## src/hw/rtl/bvh_pkg.sv

```systemverilog
// ----------------------------------------------------------------------------
// bvh_pkg
// Shared types, protocol codes and fixed command frames for the bill
// validator host protocol unit.
// ----------------------------------------------------------------------------
package bvh_pkg;

   localparam int unsigned BYTE_W   = 8;
   localparam int unsigned CREDIT_W = 20;
   localparam int unsigned NUM_BILL = 6;
   localparam int unsigned CSR_IDX_W = 3;

   // register indexes on the csr port
   localparam logic [CSR_IDX_W-1:0] CSR_ENABLE = 3'd0;
   localparam logic [CSR_IDX_W-1:0] CSR_BILL_0 = 3'd1;
   localparam logic [CSR_IDX_W-1:0] CSR_BILL_1 = 3'd2;
   localparam logic [CSR_IDX_W-1:0] CSR_BILL_2 = 3'd3;
   localparam logic [CSR_IDX_W-1:0] CSR_BILL_3 = 3'd4;
   localparam logic [CSR_IDX_W-1:0] CSR_BILL_4 = 3'd5;
   localparam logic [CSR_IDX_W-1:0] CSR_BILL_5 = 3'd6;

   // request types
   localparam logic REQ_BYTE = 1'b0;
   localparam logic REQ_POLL = 1'b1;

   // result kinds
   localparam logic KIND_TX     = 1'b0;
   localparam logic KIND_CREDIT = 1'b1;

   // received status codes
   localparam logic [BYTE_W-1:0] SYNC_BYTE        = 8'hFC;
   localparam logic [BYTE_W-1:0] LEN_OFFSET       = 8'h02;
   localparam logic [BYTE_W-1:0] ST_IDLING        = 8'h11;
   localparam logic [BYTE_W-1:0] ST_ESCROW        = 8'h13;
   localparam logic [BYTE_W-1:0] ST_VEND_VALID    = 8'h15;
   localparam logic [BYTE_W-1:0] ST_STACKED       = 8'h16;
   localparam logic [BYTE_W-1:0] ST_DISABLED      = 8'h1A;
   localparam logic [BYTE_W-1:0] ST_POWERUP       = 8'h40;
   localparam logic [BYTE_W-1:0] ST_POWERUP_ACC   = 8'h41;
   localparam logic [BYTE_W-1:0] ST_POWERUP_STACK = 8'h42;
   localparam logic [BYTE_W-1:0] BILL_CODE_FIRST  = 8'h61;
   localparam logic [BYTE_W-1:0] BILL_CODE_LAST   = 8'h68;

   // command frames
   localparam logic [2:0] FRM_STATUS  = 3'd0;
   localparam logic [2:0] FRM_ACK     = 3'd1;
   localparam logic [2:0] FRM_RESET   = 3'd2;
   localparam logic [2:0] FRM_STACK   = 3'd3;
   localparam logic [2:0] FRM_RETURN  = 3'd4;
   localparam logic [2:0] FRM_ENABLE  = 3'd5;
   localparam logic [2:0] FRM_DISABLE = 3'd6;

   typedef logic [NUM_BILL-1:0][CREDIT_W-1:0] bill_values_type;

   // one queued job: an optional credit report followed by a frame
   typedef struct packed {
      logic [2:0]          frame;
      logic                credit;
      logic [CREDIT_W-1:0] value;
   } job_type;

   function automatic logic [2:0] frame_last_idx(input logic [2:0] frame);
      logic [2:0] r;
      if (frame == FRM_ENABLE || frame == FRM_DISABLE) begin
         r = 3'd5;
      end else begin
         r = 3'd4;
      end
      return r;
   endfunction

   function automatic logic [BYTE_W-1:0] frame_byte(input logic [2:0] frame,
                                                    input logic [2:0] idx);
      logic [BYTE_W-1:0] b;
      b = '0;
      if (idx == 3'd0) begin
         b = SYNC_BYTE;
      end else if (idx == 3'd1) begin
         b = (frame == FRM_ENABLE || frame == FRM_DISABLE) ? 8'h06 : 8'h05;
      end else begin
         unique case (frame)
            FRM_STATUS: begin
               unique case (idx)
                  3'd2:    b = 8'h11;
                  3'd3:    b = 8'h27;
                  default: b = 8'h56;
               endcase
            end
            FRM_ACK: begin
               unique case (idx)
                  3'd2:    b = 8'h50;
                  3'd3:    b = 8'hAA;
                  default: b = 8'h05;
               endcase
            end
            FRM_RESET: begin
               unique case (idx)
                  3'd2:    b = 8'h40;
                  3'd3:    b = 8'h2B;
                  default: b = 8'h15;
               endcase
            end
            FRM_STACK: begin
               unique case (idx)
                  3'd2:    b = 8'h41;
                  3'd3:    b = 8'hA2;
                  default: b = 8'h04;
               endcase
            end
            FRM_RETURN: begin
               unique case (idx)
                  3'd2:    b = 8'h43;
                  3'd3:    b = 8'hB0;
                  default: b = 8'h27;
               endcase
            end
            FRM_ENABLE: begin
               unique case (idx)
                  3'd2:    b = 8'hC3;
                  3'd3:    b = 8'h00;
                  3'd4:    b = 8'h04;
                  default: b = 8'hD6;
               endcase
            end
            FRM_DISABLE: begin
               unique case (idx)
                  3'd2:    b = 8'hC3;
                  3'd3:    b = 8'h01;
                  3'd4:    b = 8'h8D;
                  default: b = 8'hC7;
               endcase
            end
            default: b = '0;
         endcase
      end
      return b;
   endfunction

endpackage

```

## src/hw/rtl/bvh_front.sv

```systemverilog
// ----------------------------------------------------------------------------
// bvh_front
// Deframes received bytes, tracks escrow state and turns each completed
// message or poll tick into one job for the transmit side.
// ----------------------------------------------------------------------------
module bvh_front (
   input  logic                      clock,
   input  logic                      reset,
   input  logic                      req_valid,
   output logic                      req_ready,
   input  logic                      req_type,
   input  logic [bvh_pkg::BYTE_W-1:0] req_rx_byte,
   input  logic                      enable_acceptor,
   input  bvh_pkg::bill_values_type  bill_values,
   input  logic                      job_full,
   output logic                      job_push,
   output bvh_pkg::job_type          job_data
);
   import bvh_pkg::*;

   localparam logic [1:0] PH_SYNC = 2'd0;
   localparam logic [1:0] PH_LEN  = 2'd1;
   localparam logic [1:0] PH_BODY = 2'd2;

   logic [1:0]        phase_ff, phase_in;
   logic [BYTE_W-1:0] bytes_left_ff, bytes_left_in;
   logic [1:0]        pos_ff, pos_in;
   logic [BYTE_W-1:0] status_ff, status_in;
   logic [BYTE_W-1:0] arg_ff, arg_in;
   logic              ticket_ff, ticket_in;
   logic [2:0]        bill_idx_ff, bill_idx_in;
   logic              bill_held_ff, bill_held_in;

   logic              accept;
   logic [BYTE_W-1:0] left_dec;
   logic [BYTE_W-1:0] cur_status;
   logic [BYTE_W-1:0] cur_arg;
   logic [BYTE_W-1:0] bill_off;
   logic [CREDIT_W-1:0] held_value;

   assign req_ready = !job_full;
   assign accept    = req_valid && req_ready;
   assign left_dec  = bytes_left_ff - 8'd1;
   assign cur_status = (pos_ff == 2'd0) ? req_rx_byte : status_ff;
   assign cur_arg    = (pos_ff == 2'd1) ? req_rx_byte : arg_ff;
   assign bill_off   = cur_arg - BILL_CODE_FIRST;

   always_comb begin
      held_value = '0;
      if (bill_held_ff) begin
         unique case (bill_idx_ff)
            3'd0:    held_value = bill_values[0];
            3'd1:    held_value = bill_values[1];
            3'd2:    held_value = bill_values[2];
            3'd3:    held_value = bill_values[3];
            3'd4:    held_value = bill_values[4];
            3'd5:    held_value = bill_values[5];
            default: held_value = '0;
         endcase
      end
   end

   always_comb begin
      phase_in      = phase_ff;
      bytes_left_in = bytes_left_ff;
      pos_in        = pos_ff;
      status_in     = status_ff;
      arg_in        = arg_ff;
      ticket_in     = ticket_ff;
      bill_idx_in   = bill_idx_ff;
      bill_held_in  = bill_held_ff;
      job_push      = 1'b0;
      job_data      = '{frame: FRM_STATUS, credit: 1'b0, value: '0};
      if (accept) begin
         if (req_type == REQ_POLL) begin
            job_push = 1'b1;
         end else begin
            unique case (phase_ff)
               PH_SYNC: begin
                  if (req_rx_byte == SYNC_BYTE) begin
                     phase_in = PH_LEN;
                  end
               end
               PH_LEN: begin
                  bytes_left_in = req_rx_byte - LEN_OFFSET;
                  pos_in        = 2'd0;
                  phase_in      = PH_BODY;
               end
               default: begin
                  if (pos_ff == 2'd0) begin
                     status_in = req_rx_byte;
                     pos_in    = 2'd1;
                  end else if (pos_ff == 2'd1) begin
                     arg_in = req_rx_byte;
                     pos_in = 2'd2;
                  end
                  bytes_left_in = left_dec;
                  if (left_dec == '0) begin
                     phase_in = PH_SYNC;
                     job_push = 1'b1;
                     // default frame is the status request
                     unique case (cur_status)
                        ST_IDLING: begin
                           if (!enable_acceptor) begin
                              job_data.frame = FRM_DISABLE;
                           end
                        end
                        ST_ESCROW: begin
                           if (cur_arg >= BILL_CODE_FIRST && cur_arg <= BILL_CODE_LAST) begin
                              bill_idx_in    = bill_off[2:0];
                              bill_held_in   = 1'b1;
                              ticket_in      = 1'b1;
                              job_data.frame = FRM_STACK;
                           end else begin
                              ticket_in      = 1'b0;
                              job_data.frame = FRM_RETURN;
                           end
                        end
                        ST_VEND_VALID: begin
                           if (ticket_ff) begin
                              job_data.frame = FRM_ACK;
                           end
                        end
                        ST_STACKED: begin
                           if (ticket_ff) begin
                              bill_held_in    = 1'b0;
                              bill_idx_in     = '0;
                              ticket_in       = 1'b0;
                              job_data.credit = (held_value != '0);
                              job_data.value  = held_value;
                           end
                        end
                        ST_DISABLED: begin
                           if (enable_acceptor) begin
                              job_data.frame = FRM_ENABLE;
                           end
                        end
                        ST_POWERUP, ST_POWERUP_ACC, ST_POWERUP_STACK: begin
                           job_data.frame = FRM_RESET;
                        end
                        default: begin
                        end
                     endcase
                  end
               end
            endcase
         end
      end
   end

   always_ff @(posedge clock) begin
      if (reset) begin
         phase_ff      <= PH_SYNC;
         bytes_left_ff <= '0;
         pos_ff        <= '0;
         status_ff     <= '0;
         arg_ff        <= '0;
         ticket_ff     <= 1'b0;
         bill_idx_ff   <= '0;
         bill_held_ff  <= 1'b0;
      end else begin
         phase_ff      <= phase_in;
         bytes_left_ff <= bytes_left_in;
         pos_ff        <= pos_in;
         status_ff     <= status_in;
         arg_ff        <= arg_in;
         ticket_ff     <= ticket_in;
         bill_idx_ff   <= bill_idx_in;
         bill_held_ff  <= bill_held_in;
      end
   end

endmodule

```

## src/hw/rtl/bvh_queue.sv

```systemverilog
// ----------------------------------------------------------------------------
// bvh_queue
// Small job queue between the receive front and the transmit back.
// ----------------------------------------------------------------------------
module bvh_queue #(
   parameter int unsigned DEPTH = 4
) (
   input  logic             clock,
   input  logic             reset,
   input  logic             push,
   input  bvh_pkg::job_type push_data,
   output logic             full,
   input  logic             pop,
   output logic             empty,
   output bvh_pkg::job_type pop_data
);
   import bvh_pkg::*;

   localparam int unsigned PTR_W = (DEPTH > 1) ? $clog2(DEPTH) : 1;
   localparam int unsigned CNT_W = $clog2(DEPTH + 1);
   localparam logic [PTR_W-1:0] LAST_PTR = PTR_W'(DEPTH - 1);
   localparam logic [CNT_W-1:0] FULL_CNT = CNT_W'(DEPTH);

   job_type          slot_ff [DEPTH];
   logic [PTR_W-1:0] wr_ptr_ff, wr_ptr_in;
   logic [PTR_W-1:0] rd_ptr_ff, rd_ptr_in;
   logic [CNT_W-1:0] count_ff, count_in;
   logic             do_push;
   logic             do_pop;

   assign full     = (count_ff == FULL_CNT);
   assign empty    = (count_ff == '0);
   assign do_push  = push && !full;
   assign do_pop   = pop && !empty;
   assign pop_data = slot_ff[rd_ptr_ff];

   always_comb begin
      wr_ptr_in = wr_ptr_ff;
      rd_ptr_in = rd_ptr_ff;
      count_in  = count_ff;
      if (do_push) begin
         wr_ptr_in = (wr_ptr_ff == LAST_PTR) ? '0 : wr_ptr_ff + 1'b1;
      end
      if (do_pop) begin
         rd_ptr_in = (rd_ptr_ff == LAST_PTR) ? '0 : rd_ptr_ff + 1'b1;
      end
      if (do_push && !do_pop) begin
         count_in = count_ff + 1'b1;
      end else if (do_pop && !do_push) begin
         count_in = count_ff - 1'b1;
      end
   end

   always_ff @(posedge clock) begin
      if (do_push) begin
         slot_ff[wr_ptr_ff] <= push_data;
      end
   end

   always_ff @(posedge clock) begin
      if (reset) begin
         wr_ptr_ff <= '0;
         rd_ptr_ff <= '0;
         count_ff  <= '0;
      end else begin
         wr_ptr_ff <= wr_ptr_in;
         rd_ptr_ff <= rd_ptr_in;
         count_ff  <= count_in;
      end
   end

endmodule

```

## src/hw/rtl/bvh_back.sv

```systemverilog
// ----------------------------------------------------------------------------
// bvh_back
// Takes jobs from the queue and emits their results one beat at a time:
// the optional credit report, then the command frame bytes.
// ----------------------------------------------------------------------------
module bvh_back (
   input  logic                        clock,
   input  logic                        reset,
   input  logic                        job_empty,
   input  bvh_pkg::job_type            job_data,
   output logic                        job_pop,
   output logic                        rsp_valid,
   input  logic                        rsp_ready,
   output logic                        rsp_result_kind,
   output logic [bvh_pkg::BYTE_W-1:0]   rsp_tx_byte,
   output logic [bvh_pkg::CREDIT_W-1:0] rsp_credit_value,
   output logic                        rsp_last
);
   import bvh_pkg::*;

   logic                busy_ff, busy_in;
   logic [2:0]          frame_ff, frame_in;
   logic                credit_ff, credit_in;
   logic [CREDIT_W-1:0] value_ff, value_in;
   logic [2:0]          idx_ff, idx_in;

   logic fire;
   logic frame_end;

   assign fire      = rsp_valid && rsp_ready;
   assign frame_end = !credit_ff && (idx_ff == frame_last_idx(frame_ff));

   assign rsp_valid        = busy_ff;
   assign rsp_result_kind  = credit_ff ? KIND_CREDIT : KIND_TX;
   assign rsp_tx_byte      = credit_ff ? '0 : frame_byte(frame_ff, idx_ff);
   assign rsp_credit_value = credit_ff ? value_ff : '0;
   assign rsp_last         = frame_end;

   // next job loads as the last beat of the current one leaves
   assign job_pop = !job_empty && (!busy_ff || (fire && frame_end));

   always_comb begin
      busy_in   = busy_ff;
      frame_in  = frame_ff;
      credit_in = credit_ff;
      value_in  = value_ff;
      idx_in    = idx_ff;
      if (job_pop) begin
         busy_in   = 1'b1;
         frame_in  = job_data.frame;
         credit_in = job_data.credit;
         value_in  = job_data.value;
         idx_in    = '0;
      end else if (fire) begin
         if (credit_ff) begin
            credit_in = 1'b0;
         end else if (frame_end) begin
            busy_in = 1'b0;
         end else begin
            idx_in = idx_ff + 3'd1;
         end
      end
   end

   always_ff @(posedge clock) begin
      frame_ff <= frame_in;
      value_ff <= value_in;
      idx_ff   <= idx_in;
   end

   always_ff @(posedge clock) begin
      if (reset) begin
         busy_ff   <= 1'b0;
         credit_ff <= 1'b0;
      end else begin
         busy_ff   <= busy_in;
         credit_ff <= credit_in;
      end
   end

endmodule

```

## src/hw/rtl/bill_validator_host_protocol_unit.sv

```systemverilog
// ----------------------------------------------------------------------------
// bill_validator_host_protocol_unit
// Host side of a bill validator serial link: deframes received messages,
// answers with fixed command frames and reports credited bills.
//
//   channel  direction  handshake            payload
//   req      in         req_valid/req_ready  req_type, req_rx_byte
//   rsp      out        rsp_valid/rsp_ready  rsp_result_kind, rsp_tx_byte,
//                                            rsp_credit_value, rsp_last
//   csr      in         csr_we               csr_index, csr_wdata
//
// a request is taken whenever the job queue has room; the front keeps taking
// requests while the back is still sending earlier results. with the back idle,
// a job is written into the queue, then loaded into the back's registers,
// before its first beat is valid; then the back sends one beat per cycle
// while rsp_ready is high: 5 or 6 frame beats per job, plus one credit beat
// on a stacked bill of nonzero value, with no gap between jobs; the queue drain
// sets the sustained rate. synchronous reset clears the receive state, the
// queue and the sender and loads the register defaults. a stalled rsp backs
// up the queue and drops req_ready once the queue is full.
// ----------------------------------------------------------------------------
module bill_validator_host_protocol_unit #(
   parameter int unsigned QUEUE_DEPTH = 4
) (
   input  logic                           clock,
   input  logic                           reset,
   input  logic                           req_valid,
   output logic                           req_ready,
   input  logic                           req_type,
   input  logic [bvh_pkg::BYTE_W-1:0]      req_rx_byte,
   output logic                           rsp_valid,
   input  logic                           rsp_ready,
   output logic                           rsp_result_kind,
   output logic [bvh_pkg::BYTE_W-1:0]      rsp_tx_byte,
   output logic [bvh_pkg::CREDIT_W-1:0]    rsp_credit_value,
   output logic                           rsp_last,
   input  logic                           csr_we,
   input  logic [bvh_pkg::CSR_IDX_W-1:0]   csr_index,
   input  logic [bvh_pkg::CREDIT_W-1:0]    csr_wdata
);
   import bvh_pkg::*;

   logic            enable_ff;
   bill_values_type bill_values_ff;

   logic    job_full;
   logic    job_push;
   job_type push_data;
   logic    job_empty;
   logic    job_pop;
   job_type pop_data;

   always_ff @(posedge clock) begin
      if (reset) begin
         enable_ff         <= 1'b1;
         bill_values_ff[0] <= CREDIT_W'(1000);
         bill_values_ff[1] <= CREDIT_W'(2000);
         bill_values_ff[2] <= CREDIT_W'(5000);
         bill_values_ff[3] <= CREDIT_W'(10000);
         bill_values_ff[4] <= CREDIT_W'(20000);
         bill_values_ff[5] <= CREDIT_W'(50000);
      end else if (csr_we) begin
         unique case (csr_index)
            CSR_ENABLE: enable_ff         <= csr_wdata[0];
            CSR_BILL_0: bill_values_ff[0] <= csr_wdata;
            CSR_BILL_1: bill_values_ff[1] <= csr_wdata;
            CSR_BILL_2: bill_values_ff[2] <= csr_wdata;
            CSR_BILL_3: bill_values_ff[3] <= csr_wdata;
            CSR_BILL_4: bill_values_ff[4] <= csr_wdata;
            CSR_BILL_5: bill_values_ff[5] <= csr_wdata;
            default: begin
            end
         endcase
      end
   end

   bvh_front u_front (
      .clock           (clock),
      .reset           (reset),
      .req_valid       (req_valid),
      .req_ready       (req_ready),
      .req_type        (req_type),
      .req_rx_byte     (req_rx_byte),
      .enable_acceptor (enable_ff),
      .bill_values     (bill_values_ff),
      .job_full        (job_full),
      .job_push        (job_push),
      .job_data        (push_data)
   );

   bvh_queue #(
      .DEPTH (QUEUE_DEPTH)
   ) u_queue (
      .clock     (clock),
      .reset     (reset),
      .push      (job_push),
      .push_data (push_data),
      .full      (job_full),
      .pop       (job_pop),
      .empty     (job_empty),
      .pop_data  (pop_data)
   );

   bvh_back u_back (
      .clock            (clock),
      .reset            (reset),
      .job_empty        (job_empty),
      .job_data         (pop_data),
      .job_pop          (job_pop),
      .rsp_valid        (rsp_valid),
      .rsp_ready        (rsp_ready),
      .rsp_result_kind  (rsp_result_kind),
      .rsp_tx_byte      (rsp_tx_byte),
      .rsp_credit_value (rsp_credit_value),
      .rsp_last         (rsp_last)
   );

endmodule

```

## config.mk

```make
export PLATFORM = sky130hd
export DESIGN_NAME = bill_validator_host_protocol_unit
export DESIGN_NICKNAME = d
export VERILOG_FILES = /design/src/hw/rtl/bvh_pkg.sv /design/src/hw/rtl/bvh_front.sv /design/src/hw/rtl/bvh_queue.sv /design/src/hw/rtl/bvh_back.sv /design/src/hw/rtl/bill_validator_host_protocol_unit.sv
export SDC_FILE = /design/constraint.sdc
export NUM_CORES = 1
export LEC_CHECK = 0
export ABC_AREA = 1
export BUFFER_PORTS_ARGS = -buffer_cell sky130_fd_sc_hd__buf_4
export CAP_MARGIN = 20
export CORE_ASPECT_RATIO = 0.75
export CORE_MARGIN = 10
export CORE_UTILIZATION = 41
export DETAILED_ROUTE_END_ITERATION = 8
export PLACE_DENSITY = 0.7
export SLEW_MARGIN = 20
export SYNTH_ARGS = -nofsm -noshare
export SYNTH_HDL_FRONTEND = slang
export SYNTH_SLANG_ARGS = --single-unit
export TNS_END_PERCENT = 5
```

## constraint.sdc

```tcl
create_clock -name clock -period 2.8 [get_ports clock]
set_clock_uncertainty 0.05 [all_clocks]
set_input_delay 0.84 -clock clock [delete_from_list [all_inputs] [get_ports clock]]
set_output_delay 0.84 -clock clock [all_outputs]
set_load 0.005 [all_outputs]
```

==> metrics.json <==
{
  "run_status": {"value": "finished, violations left"},
  "failed_checks": {"value": "setup timing"},
  "multi_input_comb_area": {"value": 5544, "unit": "um^2"},
  "timing.final.crit_share": {"value": 108.2, "unit": "%"},
  "fillers": {"value": 2986},
  "hpwl": {"value": 23830, "unit": "um"},
  "placement.cell_area": {"value": 14370, "unit": "um^2"},
  "hold_path.class": {"value": "register to register"},
  "slew-limit-headroom": {"value": 37.83, "unit": "%"},
  "postSynthAreaPerCell": {"value": 7.874, "unit": "um^2"},
  "final_area": {"value": 15570, "unit": "um^2"},
  "most_common_cell_after_layout_fill_and_taps_aside": {"value": "nand2_1"},
  "largest_net_degree_at_the_start_of_global_routing": {"value": 60},
  "pwr-share-seq": {"value": 44.2, "unit": "%"},
  "p_int": {"value": 7855, "unit": "uW"},
  "clkSlewWorstSetupHoldPaths": {"value": 60, "unit": "ps"},
  "crit_buf_inv": {"value": 3},
  "diodes_inserted": {"value": 0},
  "count_of_pins_on_the_block_boundary": {"value": 69},
  "finalMaxSlewViolations": {"value": 0},
  "layout.cells.most_common_list": {"value": "344 x nand2_1, 281 x nor2_1, 190 x o21ai_0"},
  "clk_latency": {"value": 550, "unit": "ps"},
  "power.combinational.fraction": {"value": 23.6, "unit": "%"},
  "switching_power_as_a_share_of_total_power": {"value": 30.71, "unit": "%"},
  "grt_antenna_before_repair": {"value": 0},
  "critical_path.reg2reg.endpoint": {"value": "u_queue.count_ff[2]$_SDFFE_PP0P_"},
  "detail_route.iter0.violations": {"value": 1221},
  "die_width": {"value": 227.7, "unit": "um"},
  "switching_power": {"value": 3481, "unit": "uW"},
  "die_height": {"value": 175.7, "unit": "um"},
  "synth-warning-count": {"value": 0},
  "synth_edf_count": {"value": 119},
  "h-tree-depth": {"value": 1},
  "tightest_slew": {"value": 931.6, "unit": "ps"},
  "drive_gt1_share": {"value": 14.54, "unit": "%"},
  "clock_network_fraction_of_design_power": {"value": 32.2, "unit": "%"},
  "hold_depth": {"value": 2},
  "power.leakage": {"value": 0.006461, "unit": "uW"},
  "cp_max_fo": {"value": 5},
  "worstPathArrival": {"value": 2140, "unit": "ps"},
  "synth-main-ff-cell": {"value": "dfxtp_1"},
  "timing.rr.start": {"value": "u_front.bytes_left_ff[0]$_SDFFE_PP0P_"},
  "reg2reg_depth": {"value": 20},
  "critical-path-top-cell-by-count": {"value": "ha_4"},
  "yosys.cell_types.count": {"value": 40},
  "die-area": {"value": 40010, "unit": "um^2"},
  "fmax": {"value": 0.3301, "unit": "GHz"},
  "critical_path.startpoint_type": {"value": "register"},
  "finalSetupViolations": {"value": 8},
  "avgRoutedWirePerCell": {"value": 16.39, "unit": "um"},
  "postSynth.asyncResetShare": {"value": 0, "unit": "%"},
  "grt_pass1_vias": {"value": 11020},
  "worstPathCellList": {"value": "ha_4, ha_4, inv_6, nand2_8, inv_4, o21ai_2, nand2_1, nor4_2, a31oi_1, buf_4"},
  "rsz_0062_raised_after_global_routing": {"value": "true"},
  "postRouteAntennaNets": {"value": 0},
  "cts_sinks": {"value": 287},
  "placement_rows": {"value": 56},
  "holdBufCountCts": {"value": 0},
  "cp_top_family": {"value": "simple AND/OR/NAND/NOR gates"},
  "floorplan.initialDensity": {"value": 41.96, "unit": "%"},
  "clock_period_minus_worst_slack": {"value": 3030, "unit": "ps"},
  "area.growth.synth_to_final": {"value": 17.43, "unit": "%"},
  "worst-setup-path-type": {"value": "register to primary output"},
  "worst_setup_path_end_kind": {"value": "primary output"},
  "layout.nets": {"value": 1813},
  "r2r_setup_slack": {"value": 30, "unit": "ps"},
  "routed_via_density": {"value": 5.227},
  "max-clock-path-buffers": {"value": 3},
  "numCtsBuffers": {"value": 29},
  "mapped_cell_area": {"value": 13260, "unit": "um^2"},
  "core_footprint": {"value": 31600, "unit": "um^2"},
  "tritoncts_clock_tree": {"value": "built"},
  "synthesized_netlist_net_count": {"value": 1739},
  "drt_pre_antenna_iters": {"value": 6},
  "drc": {"value": 0},
  "synth_seq_area_share": {"value": 52.31, "unit": "%"},
  "regArea": {"value": 6947, "unit": "um^2"},
  "grt_use_total": {"value": 17.55, "unit": "%"},
  "cpMaxStageDelayCell": {"value": "dfxtp_4"},
  "final_hold_viol_count": {"value": 0},
  "maxCapViolCount": {"value": 0},
  "port_buffers": {"value": 68},
  "holdCritStartpoint": {"value": "bill_values_ff[45]$_SDFFE_PP0P_"},
  "overflow": {"value": 0},
  "critical_path_required_time": {"value": 1910, "unit": "ps"},
  "power.density_cell_area": {"value": 728.0, "unit": "nW/um^2"},
  "worst_ir_drop_vdd": {"value": 391.4, "unit": "uV"},
  "cts_root_buf": {"value": "clkbuf_16"},
  "grt_first_pass_wirelength": {"value": 57620, "unit": "um"},
  "routed-via-count": {"value": 11580},
  "drt-total-wl": {"value": 36330, "unit": "um"},
  "hold_path_end": {"value": "bill_values_ff[45]$_SDFFE_PP0P_"},
  "seq_cells_post_synth": {"value": 287},
  "cp_slowest_stage_delay": {"value": 390, "unit": "ps"},
  "synthCells": {"value": 1684},
  "timing.hold.ws": {"value": 395.4, "unit": "ps"},
  "layout_setup_ws": {"value": -229.7, "unit": "ps"},
  "gp_congestion": {"value": 0.8985}
}
[layout make-up]
class	count	area share, %
tap	435	3.495
timing repair buffer	121	6.316
clock buffer	40	5.199
clock inverter	14	0.5464
multi-input combinational	1148	35.60
sequential	287	44.61
inverter	171	4.227
[layer usage]
| layer | share of wire [%] | track usage [%] |
|---|---|---|
| met5 | 0 | 0 |
| met4 | 2.6 | 4.821 |
| met3 | 8.6 | 2.813 |
| met2 | 44 | 27.59 |
| met1 | 45 | 24.43 |
[worst min-delay path: stages, from the launching register on]
cell	delay (ps)
dfxtp_1	300
inv_1	50
a21oi_1	50
[synth_stat cells (all sizes together) (11+ instances only)]
cell type | instances | area share (%)
nand2 | 367 | 11
nor2 | 302 | 8.9
o21ai | 199 | 7.5
dfxtp | 168 | 25
inv | 167 | 4.7
edfxtp | 119 | 27
a21oi | 89 | 3.4
nand3 | 77 | 3.0
clkbuf | 62 | 1.8
nand4 | 27 | 1.4
o22ai | 26 | 1.2
ha | 17 | 1.6
buf | 16 | 0.82
nor3 | 11 | 0.45
[flip-flops by register name, indices dropped and copies added, names as in the netlist, 2 cells and up, named ones only]
name,cells
u_back.value_ff,20
u_front.status_ff,8
u_queue.slot_ff,96
u_front.bill_idx_ff,3
u_front.pos_ff,2
u_back.idx_ff,3
u_queue.rd_ptr_ff,2
u_queue.wr_ptr_ff,2
u_back.frame_ff,3
u_queue.count_ff,3
u_front.bytes_left_ff,8
u_front.arg_ff,8
u_front.phase_ff,2
bill_values_ff,120
[logic make-up after synthesis]
group | after synthesis | synth area share, %
AOI/OAI and AO/OA | 335 | 13.30
xor gates and xnor gates | 2 | 0.1321
adders and majority gates | 18 | 1.755
buffers and inverters | 249 | 7.435
DFF | 287 | 52.31
and+or+nand+nor | 793 | 25.06
[power groups by stage]
stage               Clock, uW  Sequential [uW]  Combinational, uW
floorplan                   0             5040               1420
global placement            0             5070               2280
detailed placement          0             5080               2330
CTS                      3710             5000               2490
global route             3870             5050               2970
finish                   3650             5010               2680
[stage by stage]
stage               setup WS (ps)  setup TNS [ps]  cells  total power [uW]  util (%)
finish                     -229.7           -1290   2216             11340     49.28
global placement            15.53               0   2150              7342     45.47
floorplan                  -187.4          -17990   1684              6459         -
detailed placement          26.01               0   2150              7406     45.47
global route               -334.3           -2272   2216             11890     49.28
CTS                        -166.9           -1039   2212             11200     48.86
[how the worst max path moves through the flow]
stage / from / to / slack, ps / cells after the start
2_1_floorplan: u_front.bytes_left_ff[0]$_SDFFE_PP0P_ / u_queue.slot_ff[2][0]$_DFFE_PP_ / -190 / 13
3_3_place_gp: u_front.bytes_left_ff[0]$_SDFFE_PP0P_ / u_queue.count_ff[2]$_SDFFE_PP0P_ / 20 / 20
3_5_place_dp: u_front.bytes_left_ff[0]$_SDFFE_PP0P_ / u_queue.count_ff[2]$_SDFFE_PP0P_ / 30 / 20
4_1_cts: u_back.idx_ff[1]$_SDFFE_PP0P_ / rsp_tx_byte[1] / -170 / 10
5_1_grt: u_back.idx_ff[1]$_SDFFE_PP0P_ / rsp_tx_byte[5] / -330 / 8
6_report: u_back.idx_ff[1]$_SDFFE_PP0P_ / rsp_tx_byte[2] / -230 / 10
[timing repair]
action | in CTS | in global routing
setup buffers | 8 | 4
setup endpoints to repair | 9 | 99
pin swaps | 14 | 12
gates resized for setup | 35 | 34
Power figures use the tool's default switching activity.
